<file path="src/sv/esr_pkg.sv">
package esr_pkg;

  localparam int unsigned SLOT_COUNT_DEF = 16;
  localparam int unsigned KEY_WIDTH_DEF  = 32;
  localparam int unsigned IDX_W_DEF      = 4;

  // operation codes
  localparam logic [1:0] OP_ENABLE  = 2'd0;
  localparam logic [1:0] OP_DISABLE = 2'd1;
  localparam logic [1:0] OP_QUERY   = 2'd2;

  // status codes
  localparam logic [2:0] ST_ADDED      = 3'd0;
  localparam logic [2:0] ST_PRESENT    = 3'd1;
  localparam logic [2:0] ST_FULL       = 3'd2;
  localparam logic [2:0] ST_REMOVED    = 3'd3;
  localparam logic [2:0] ST_ABSENT_DIS = 3'd4;
  localparam logic [2:0] ST_FOUND      = 3'd5;
  localparam logic [2:0] ST_ABSENT_QRY = 3'd6;

  typedef struct packed {
    logic [1:0]  operation;
    logic [31:0] key;
  } in_item_t;

  typedef struct packed {
    logic [2:0] status;
    logic [3:0] slot_index;
    logic [3:0] rank;
    logic [4:0] entry_count;
  } out_item_t;

  // search token flags handed from cell to cell
  typedef struct packed {
    logic active;
    logic hit;
    logic free_hit;
  } flags_t;

endpackage

</file>
<file path="src/sv/esr_cell.sv">
module esr_cell #(
  parameter int unsigned KEY_WIDTH = esr_pkg::KEY_WIDTH_DEF,
  parameter int unsigned IDX_W     = esr_pkg::IDX_W_DEF
) (
  input  logic                 clk_i,
  input  logic                 rst_ni,
  input  logic [KEY_WIDTH-1:0] key_i,
  input  logic                 set_i,
  input  logic                 clr_i,
  input  esr_pkg::flags_t      flg_i,
  input  logic [IDX_W-1:0]     pos_i,
  input  logic [IDX_W-1:0]     hit_idx_i,
  input  logic [IDX_W-1:0]     free_idx_i,
  input  logic [IDX_W-1:0]     rank_i,
  output esr_pkg::flags_t      flg_o,
  output logic [IDX_W-1:0]     pos_o,
  output logic [IDX_W-1:0]     hit_idx_o,
  output logic [IDX_W-1:0]     free_idx_o,
  output logic [IDX_W-1:0]     rank_o,
  output logic                 valid_o
);

  logic                 valid_q;
  logic [KEY_WIDTH-1:0] key_q;
  esr_pkg::flags_t      flg_q, flg_d;
  logic [IDX_W-1:0]     pos_q, pos_d;
  logic [IDX_W-1:0]     hit_idx_q, hit_idx_d;
  logic [IDX_W-1:0]     free_idx_q, free_idx_d;
  logic [IDX_W-1:0]     rank_q, rank_d;
  logic                 mine;

  always_comb begin
    mine              = valid_q && (key_q == key_i);
    flg_d.active      = flg_i.active;
    flg_d.hit         = flg_i.hit | mine;
    flg_d.free_hit    = flg_i.free_hit | ~valid_q;
    hit_idx_d         = (!flg_i.hit && mine) ? pos_i : hit_idx_i;
    free_idx_d        = (!flg_i.free_hit && !valid_q) ? pos_i : free_idx_i;
    // occupied slots below the first match
    rank_d            = (!flg_i.hit && !mine && valid_q) ? rank_i + 1'b1 : rank_i;
    pos_d             = pos_i + 1'b1;
  end

  always_ff @(posedge clk_i or negedge rst_ni) begin
    if (!rst_ni) begin
      flg_q   <= '0;
      valid_q <= 1'b0;
    end else begin
      flg_q <= flg_d;
      if (set_i) begin
        valid_q <= 1'b1;
      end else if (clr_i) begin
        valid_q <= 1'b0;
      end
    end
  end

  always_ff @(posedge clk_i) begin
    pos_q      <= pos_d;
    hit_idx_q  <= hit_idx_d;
    free_idx_q <= free_idx_d;
    rank_q     <= rank_d;
    if (set_i) begin
      key_q <= key_i;
    end
  end

  assign flg_o      = flg_q;
  assign pos_o      = pos_q;
  assign hit_idx_o  = hit_idx_q;
  assign free_idx_o = free_idx_q;
  assign rank_o     = rank_q;
  assign valid_o    = valid_q;

endmodule

</file>
<file path="src/sv/enabled_slot_set_with_rank_core.sv">
// Set of up to SLOT_COUNT keys held in a row of slot cells, each cell keeping one key and
// its valid mark. An accepted word starts a search token that walks the row one cell per
// cycle, picking up the lowest matching slot, the lowest free slot and the number of
// occupied slots below the match. When the token leaves the last cell the set is updated
// (enable fills the free slot, disable clears the matched one) and the result is formed.
// One word is in the row at a time: the next input word is taken only once the token of the
// previous one has left the last cell and the spare register is empty. A finished result
// waits in an output register plus one spare register, so the next word can enter while a
// result waits in the output register, but not while the spare register is full.
// Slot keys are unset after reset; valid marks, the count and control flags are cleared.
module enabled_slot_set_with_rank_core #(
  parameter int unsigned SLOT_COUNT = esr_pkg::SLOT_COUNT_DEF,
  parameter int unsigned KEY_WIDTH  = esr_pkg::KEY_WIDTH_DEF
) (
  input  logic              clk_i,
  input  logic              rst_ni,
  input  logic              in_valid_i,
  output logic              in_ready_o,
  input  esr_pkg::in_item_t in_item_i,
  output logic              out_valid_o,
  input  logic              out_ready_i,
  output esr_pkg::out_item_t out_item_o
);

  localparam int unsigned IDX_W = (SLOT_COUNT > 1) ? $clog2(SLOT_COUNT) : 1;
  localparam int unsigned CNT_W = $clog2(SLOT_COUNT + 1);

  logic                 busy_q;
  logic                 head_act_q;
  logic [1:0]           op_q;
  logic [KEY_WIDTH-1:0] key_q;
  logic [CNT_W-1:0]     occ_q, occ_d;
  logic                 accept;

  esr_pkg::flags_t  flg      [SLOT_COUNT+1];
  logic [IDX_W-1:0] pos      [SLOT_COUNT+1];
  logic [IDX_W-1:0] hit_idx  [SLOT_COUNT+1];
  logic [IDX_W-1:0] free_idx [SLOT_COUNT+1];
  logic [IDX_W-1:0] rank     [SLOT_COUNT+1];

  logic [SLOT_COUNT-1:0] set_vec, clr_vec, slot_vld;
  logic                  set_go, clr_go;
  esr_pkg::flags_t       tail;
  logic [IDX_W-1:0]      tail_hit_idx, tail_free_idx, tail_rank;

  esr_pkg::out_item_t res;
  esr_pkg::out_item_t out_q, out_d, hold_q, hold_d;
  logic               out_vld_q, out_vld_d, hold_vld_q, hold_vld_d;
  logic               out_free;

  assign in_ready_o = !busy_q && !hold_vld_q;
  assign accept     = in_valid_i && in_ready_o;

  // token entry into the first cell
  assign flg[0]      = '{active: head_act_q, hit: 1'b0, free_hit: 1'b0};
  assign pos[0]      = '0;
  assign hit_idx[0]  = '0;
  assign free_idx[0] = '0;
  assign rank[0]     = '0;

  for (genvar i = 0; i < SLOT_COUNT; i++) begin : g_cell
    assign set_vec[i] = set_go && (tail_free_idx == IDX_W'(i));
    assign clr_vec[i] = clr_go && (tail_hit_idx == IDX_W'(i));

    esr_cell #(
      .KEY_WIDTH (KEY_WIDTH),
      .IDX_W     (IDX_W)
    ) u_cell (
      .clk_i      (clk_i),
      .rst_ni     (rst_ni),
      .key_i      (key_q),
      .set_i      (set_vec[i]),
      .clr_i      (clr_vec[i]),
      .flg_i      (flg[i]),
      .pos_i      (pos[i]),
      .hit_idx_i  (hit_idx[i]),
      .free_idx_i (free_idx[i]),
      .rank_i     (rank[i]),
      .flg_o      (flg[i+1]),
      .pos_o      (pos[i+1]),
      .hit_idx_o  (hit_idx[i+1]),
      .free_idx_o (free_idx[i+1]),
      .rank_o     (rank[i+1]),
      .valid_o    (slot_vld[i])
    );
  end

  assign tail          = flg[SLOT_COUNT];
  assign tail_hit_idx  = hit_idx[SLOT_COUNT];
  assign tail_free_idx = free_idx[SLOT_COUNT];
  assign tail_rank     = rank[SLOT_COUNT];

  // result and set update when the token leaves the row
  always_comb begin
    res        = '0;
    set_go     = 1'b0;
    clr_go     = 1'b0;
    occ_d      = occ_q;
    unique case (op_q)
      esr_pkg::OP_ENABLE: begin
        if (tail.hit) begin
          res.status     = esr_pkg::ST_PRESENT;
          res.slot_index = 4'(tail_hit_idx);
        end else if (tail.free_hit) begin
          res.status     = esr_pkg::ST_ADDED;
          res.slot_index = 4'(tail_free_idx);
          set_go         = tail.active;
          occ_d          = occ_q + 1'b1;
        end else begin
          res.status = esr_pkg::ST_FULL;
        end
      end
      esr_pkg::OP_DISABLE: begin
        if (tail.hit) begin
          res.status     = esr_pkg::ST_REMOVED;
          res.slot_index = 4'(tail_hit_idx);
          clr_go         = tail.active;
          occ_d          = occ_q - 1'b1;
        end else begin
          res.status = esr_pkg::ST_ABSENT_DIS;
        end
      end
      default: begin
        // query, and the unused code acts as one
        if (tail.hit) begin
          res.status     = esr_pkg::ST_FOUND;
          res.slot_index = 4'(tail_hit_idx);
          res.rank       = 4'(tail_rank);
        end else begin
          res.status = esr_pkg::ST_ABSENT_QRY;
        end
      end
    endcase
    res.entry_count = 5'(occ_d);
  end

  // output word plus one spare register
  always_comb begin
    out_free   = !out_vld_q || out_ready_i;
    out_d      = out_q;
    out_vld_d  = out_vld_q;
    hold_d     = hold_q;
    hold_vld_d = hold_vld_q;
    if (tail.active) begin
      if (out_free) begin
        out_d     = res;
        out_vld_d = 1'b1;
      end else begin
        hold_d     = res;
        hold_vld_d = 1'b1;
      end
    end else if (hold_vld_q && out_free) begin
      out_d      = hold_q;
      out_vld_d  = 1'b1;
      hold_vld_d = 1'b0;
    end else if (out_ready_i) begin
      out_vld_d = 1'b0;
    end
  end

  always_ff @(posedge clk_i or negedge rst_ni) begin
    if (!rst_ni) begin
      busy_q     <= 1'b0;
      head_act_q <= 1'b0;
      occ_q      <= '0;
      out_vld_q  <= 1'b0;
      hold_vld_q <= 1'b0;
    end else begin
      head_act_q <= accept;
      if (accept) begin
        busy_q <= 1'b1;
      end else if (tail.active) begin
        busy_q <= 1'b0;
      end
      if (tail.active) begin
        occ_q <= occ_d;
      end
      out_vld_q  <= out_vld_d;
      hold_vld_q <= hold_vld_d;
    end
  end

  always_ff @(posedge clk_i) begin
    if (accept) begin
      op_q  <= in_item_i.operation;
      key_q <= KEY_WIDTH'(in_item_i.key);
    end
    out_q  <= out_d;
    hold_q <= hold_d;
  end

  assign out_valid_o = out_vld_q;
  assign out_item_o  = out_q;

`ifndef SYNTHESIS
  a_tail_busy : assert property (@(posedge clk_i) disable iff (!rst_ni)
    tail.active |-> busy_q)
    else $error("search token left the row with no word in flight");

  a_count_match : assert property (@(posedge clk_i) disable iff (!rst_ni)
    occ_q == CNT_W'($countones(slot_vld)))
    else $error("entry count differs from number of valid slots");

  a_count_range : assert property (@(posedge clk_i) disable iff (!rst_ni)
    occ_q <= CNT_W'(SLOT_COUNT))
    else $error("entry count above capacity");

  a_one_update : assert property (@(posedge clk_i) disable iff (!rst_ni)
    $onehot0({set_vec, clr_vec}))
    else $error("more than one slot updated at once");

  a_hold_order : assert property (@(posedge clk_i) disable iff (!rst_ni)
    hold_vld_q |-> out_vld_q)
    else $error("spare register filled while output register empty");
`endif

endmodule
</file>
<file path="config.mk">
export PLATFORM = sky130hd
export DESIGN_NAME = enabled_slot_set_with_rank_core
export DESIGN_NICKNAME = d
export VERILOG_FILES = /design/src/sv/esr_pkg.sv /design/src/sv/esr_cell.sv /design/src/sv/enabled_slot_set_with_rank_core.sv
export SDC_FILE = /design/constraint.sdc
export NUM_CORES = 1
export LEC_CHECK = 0
export ABC_AREA = 1
export BUFFER_PORTS_ARGS = -buffer_cell sky130_fd_sc_hd__clkbuf_2
export CAP_MARGIN = 40
export CORE_MARGIN = 2
export CORE_UTILIZATION = 55
export CTS_BUF_LIST = sky130_fd_sc_hd__clkbuf_8
export CTS_CLUSTER_DIAMETER = 40
export DETAILED_ROUTE_END_ITERATION = 12
export PLACE_DENSITY_LB_ADDON = 0.15
export SLEW_MARGIN = 20
export SYNTH_ARGS = -nofsm -noshare
export SYNTH_HDL_FRONTEND = slang
export SYNTH_HIERARCHICAL = 1
export SYNTH_SLANG_ARGS = --single-unit
</file>
<file path="constraint.sdc">
create_clock -name clk_i -period 2.9 [get_ports clk_i]
set_clock_uncertainty 0.2 [all_clocks]
set_input_delay 0.29 -clock clk_i [delete_from_list [all_inputs] [get_ports clk_i]]
set_output_delay 0.29 -clock clk_i [all_outputs]
set_load 0.02 [all_outputs]
</file>
# After elaboration in Yosys (flattened, before gate mapping)
# Cells that the tools add are included.
dict set report word_totals {
  output_inout_bits 18
  inputBits 38
  regBits 835
}
dict set report op_classes {
  muxes 80
  reduce_logical 204
  n_addsub 17
  eq_ne 49
  bitwise_logic 47
}
# operator n
set op_table {}
lappend op_table {{32-bit == test} 16}
lappend op_table {{1-bit logical AND} 112}
lappend op_table {{4-bit 2-to-1 mux} 18}
lappend op_table {{4-bit == test, second input constant} 16}
lappend op_table {{1-bit logical NOT} 64}
lappend op_table {{4-bit by 1-bit adder with 4-bit output, second input constant} 15}
lappend op_table {{1-bit 2-to-1 mux} 49}
lappend op_table {{16-bit 2-to-1 mux} 3}
lappend op_table {{2-bit nonzero test} 18}
lappend op_table {{4-bit by 3-bit == test with 1-bit output, second input constant} 8}
lappend op_table {{1-bit bitwise OR} 30}
lappend op_table {{1-bit inverter} 17}
lappend op_table {{4-bit by 2-bit == test with 1-bit output, second input constant} 4}
lappend op_table {{5-bit 2-to-1 mux} 3}
lappend op_table {{7-bit case mux with 2 select lines} 1}
lappend op_table {{5-bit case mux with 2 select lines} 1}
lappend op_table {{4-bit by 1-bit == test with 1-bit output, second input constant} 2}
lappend op_table {{4-bit logical NOT} 2}
lappend op_table {{8-bit 2-to-1 mux} 1}
lappend op_table {{2-bit AND reduction} 4}
lappend op_table {{6-bit 2-to-1 mux} 1}
lappend op_table {{5-bit by 1-bit adder with 5-bit output, second input constant} 1}
lappend op_table {{5-bit by 1-bit subtractor with 5-bit output, second input constant} 1}
lappend op_table {{2-bit 2-to-1 mux} 2}
lappend op_table {{7 further kinds} 8}

# Depth between registers and ports, before layout
dict set report logic_depth {
  depth_word 6
  depth_mapped 11
  depth_no_buf 11
}

# Modules after synthesis
# The synthesis kept the hierarchy.
# mod seq_area_each_um2 n_inst area_each_um2 cells_each
set by_module_without_submodules {}
lappend by_module_without_submodules {esr_cell 1381.3 16 2588.7 302}
lappend by_module_without_submodules {enabled_slot_set_with_rank_core 2207.1 1 3111.7 272}

# Worst setup path before layout
# Ideal clock, no wire load.
dict set report synth_timing {
  path_kind {register to register}
  start {register op_q[0]}
  end {register g_cell[0].u_cell.key_q[0], enable pin}
  setup_time_ps 422
  setup_slack_ps -101
  required_time_ps 2278
  n_path_buf 0
  arrival_time_ps 2379
  stages_incl_launch_ff 6
  path_cell_list {edfxtp_1 -> nor2_4 -> nand2_4 -> nor2_4 -> nand3_1 -> nor2_1}
}
dict set report synth_via {
  elab_chain_cells 3
}
# item line
set synth_lines {}
lappend synth_lines {{start, declared} enabled_slot_set_with_rank_core.sv:30} ;# logic [1:0] op_q;
lappend synth_lines {{start signal, assigned} enabled_slot_set_with_rank_core.sv:185} ;# op_q <= in_item_i.operation;
lappend synth_lines {{2-bit logical NOT} enabled_slot_set_with_rank_core.sv:99} ;# unique case (op_q)
lappend synth_lines {{1-bit 2-to-1 mux} enabled_slot_set_with_rank_core.sv:99}
lappend synth_lines {{1-bit logical AND} enabled_slot_set_with_rank_core.sv:62} ;# assign set_vec[i] = set_go && (tail_free_idx == IDX_W'(i));
lappend synth_lines {{via set_vec[0]} enabled_slot_set_with_rank_core.sv:41} ;# logic [SLOT_COUNT-1:0] set_vec, clr_vec, slot_vld;
lappend synth_lines {{end signal, assigned} esr_cell.sv:64} ;# key_q <= key_i;
lappend synth_lines {{end, declared} esr_cell.sv:24} ;# logic [KEY_WIDTH-1:0] key_q;
# The timed path passes the listed nets, and every way through them passes these cells.
# A chain may end at the register's enable or synchronous reset.

# Worst setup path in the final report
dict set report layout_timing {
  start {register g_cell[15].u_cell.flg_q, in the netlist g_cell[15].u_cell/flg_o[1]}
  end {register g_cell[3].u_cell.key_q[16], enable pin}
}
dict set report layout_via {
  elab_chain_cells 3
}
# item line
set layout_lines {}
lappend layout_lines {{start, declared} esr_cell.sv:25} ;# esr_pkg::flags_t flg_q, flg_d;
lappend layout_lines {{start signal, assigned} esr_cell.sv:49} ;# flg_q <= flg_d;
lappend layout_lines {{1-bit 2-to-1 mux} enabled_slot_set_with_rank_core.sv:101} ;# if (tail.hit) begin
lappend layout_lines {{1-bit 2-to-1 mux} enabled_slot_set_with_rank_core.sv:99}
lappend layout_lines {{1-bit logical AND} enabled_slot_set_with_rank_core.sv:62}
lappend layout_lines {{via set_vec[3]} enabled_slot_set_with_rank_core.sv:41}
lappend layout_lines {{end signal, assigned} esr_cell.sv:64}
lappend layout_lines {{end, declared} esr_cell.sv:24}
# The timed path passes the listed nets, and every way through them passes these cells.

==> out/qor.csv <==
stage;metric;value;unit
place;IO Port Bufs;55;
floorplanning;Placeable Area;0.0803;mm^2
clock_network;Post-CTS Setup Inserts;0;
route;antenna-violating nets left;0;
synthesis;Syn Area/Cell;8.72;um^2
timing;normalized max-slew margin;47.3;%
critical_path;Critical Path End Type;register;
timing;endpoints failing hold;0;
global_route;vias in the first global route;32700;
timing;crit path time final;2.70;ns
critical_path;critical path's slowest cell;nand3_1;
clock_network;CTS H-tree lvls;4;
critical_path;worst-path maximum fanout;33;
power;Leak;23.2;nW
critical_path;CP arrival;3.01;ns
timing;Post-Route Setup TNS;0;ns
floorplanning;die width;288;um
timing;Slew @ Worst Pin;0.788;ns
place;routability cong.;0.908;
layout;layout cells sized above 1;10.7;%
synthesis;YS warnings;6;
route;detailed-route via count;33800;
route;1st-iter DRT viols;2860;
timing;Final setup viols;0;
clock_network;Reg clk slew, reported paths;0.06;ns
synthesis;Cells after Synth;5096;
floorplanning;die area;0.0830;mm^2
route;Post-Route WL;118;mm
clock_network;CTS tree;yes;
timing;maximum clock rate;370;MHz
power;Psw;6.43;mW
power;Seq pwr share;52.6;%
floorplanning;Initial Utilization;55.3;%
power;PwrDens;534;mW/mm^2
critical_path;CP required;3.21;ns
global_route;initial antenna violation count;3;
timing;Pins Over Slew Limit;0;
power;power share of the clock group;44.6;%
route;drt via density;5.06;
critical_path;Setup CP Type;register to register;
floorplanning;chip height;288;um
global_route;first-pass GRT wire length;181;mm
clock_network;CTS resizes;0;
floorplanning;Core Rows;104;
global_route;largest net degree at the start of global routing;65;
critical_path;CP top delay family;simple AND/OR/NAND/NOR gates;
timing;Final Cycle Share;93.2;%
power;Worst VDD drop;0.000400;V
hold_path;Hold Crit Class;input pin to register;
layout;fill cell count;6649;
layout;Area growth, synth to finish;16.4;%
critical_path;Crit path buffers/inverters;1;
layout;Reg area;0.0242;mm^2
floorplanning;Ports;56;
critical_path;cells along the critical path;nor2_8 > nand2_4 > nor2_4 > nand3_1 > nor2_4 > buf_12;
critical_path;crit path launch type;register;
status;status;complete, no violations;
place;dpl hpwl;79.0;mm
power;Comb power frac;2.8;%
critical_path;largest stage delay on the critical path;0.56;ns
global_route;GR Util All Layers;28.9;%
critical_path;cell mode on critical path;nor2_4;
clock_network;root buffer cell;clkbuf_8;
power;Switching Share;23.3;%
clock_network;CTS sink count;903;
job;# Max-Cap Violations;0;
place;Place WS;0.247;ns
layout;multi-input logic area;0.0174;mm^2
route;WL per Instance;17.7;um
timing;unrepaired setup endpoints after global routing;no;
global_route;Congestion Overflow GR;0;
timing;final hold slack;0.107;ns
layout;# nets final;5563;
route;DR DRC count;0;
power;P_int;21.2;mW
clock_network;Inserted Clock Buffers;159;
synthesis;Post-Syn Area;0.0444;mm^2
clock_network;maximum clock path buffer count;3;
clock_network;Skew-Pair Late Insertion Delay;0.84;ns
route;drt pass-1 iters;6;
timing;setup ws final;0.198;ns
cells in the final DEF (no fill, tap or decap), types with 38 or more instances in the layout:
cell           instances
nand4_1              161
clkinv_1              43
nand2_1             1617
conb_1                38
clkbuf_8             180
nor2_1               589
dfrtp_1               73
inv_1                757
mux2_2                48
xnor2_1              335
buf_12                58
edfxtp_1             578
nand3_1              141
clkbuf_2              54
dfxtp_1              252
o21ai_0              164
dlygate4sd3_1         73
final timing paths:
path	from	endpoint	slack (ns)	depth (start not counted)
worst min register to register	g_cell[8].u_cell/flg_o[2]$_DFF_PN0_	g_cell[9].u_cell/flg_o[2]$_DFF_PN0_	0.15	0
worst min-delay path	out_ready_i	out_valid_o$_DFFE_PN0P_	0.11	5
min in group asynchronous	rst_ni	g_cell[10].u_cell/flg_o[0]$_DFF_PN0_	0.33	4
worst max register to register	g_cell[15].u_cell/flg_o[1]$_DFF_PN0_	g_cell[3].u_cell/key_q[16]$_DFFE_PP_	0.20	6
max in group asynchronous	rst_ni	g_cell[0].u_cell/valid_o$_DFFE_PN0P_	1.86	4
worst max-delay path	g_cell[15].u_cell/flg_o[1]$_DFF_PN0_	g_cell[3].u_cell/key_q[16]$_DFFE_PP_	0.20	6
worst register-to-register path, cell delays in order (launching register included):
cell and delay (ns):
dfrtp_1 0.54, nor2_8 0.20, nand2_4 0.12, nor2_4 0.14, nand3_1 0.56, nor2_4 0.38
buf_12 0.25
cell type report:
class	instances	area share, %
diodes	3	0.0145
clock buffers	180	4.79
clock inverters	116	1.72
inverters	775	5.63
multi-input cells	3433	33.6
flip-flops and latches	903	46.9
well taps	1060	2.57
repair buffers	220	4.76
sequential cells by signal, indices dropped and copies added (netlist names), 2 cells and up:
name                      count
g_cell.u_cell/free_idx_o     64
g_cell.u_cell/hit_idx_o      64
g_cell.u_cell/flg_o          48
g_cell.u_cell/key_q         512
hold_q                       16
key_q                        32
g_cell.u_cell/pos_o          60
g_cell.u_cell/rank_o         64
occ_q                         5
out_item_o                   16
g_cell.u_cell/valid_o        16
op_q                          2
through the flow:
step / cell area (um^2) / utilization, % / power, mW / instances
4_1_cts: 51600 / 64.3 / 27.8 / 6685
3_3_place_gp: 47500 / 59.2 / 15.4 / 6315
3_5_place_dp: 47500 / 59.2 / 15.5 / 6315
6_report: 51700 / 64.4 / 27.6 / 6690
5_1_grt: 51700 / 64.4 / 28.5 / 6689
2_1_floorplan: 44600 / - / 15.1 / 5133
power groups by stage:
| stage | Combinational (mW) | Clock [mW] | Sequential, mW |
|---|---|---|---|
| final | 0.778 | 12.3 | 14.5 |
| after global placement | 0.671 | 0 | 14.8 |
| after CTS | 0.780 | 12.5 | 14.5 |
| after floorplan | 0.507 | 0 | 14.6 |
| after detailed placement | 0.695 | 0 | 14.8 |
| after global routing | 0.876 | 13.1 | 14.6 |
routing by layer:
layer | up-vias | global-route usage [%] | wire length (um)
met3 | 216 | 4.83 | 8290
met5 | - | 0 | 0
li1 | 16900 | - | -
met2 | 1088 | 46.4 | 54100
met1 | 15600 | 39.4 | 52100
met4 | 0 | 11.2 | 3790
what timing repair did:
action | 4_1_cts | 5_1_grt
hold endpoints to repair | 150 | 0
hold buffers | 74 | 0
endpoints found under the setup margin | 0 | 0
(Power assumes the default switching activity.)
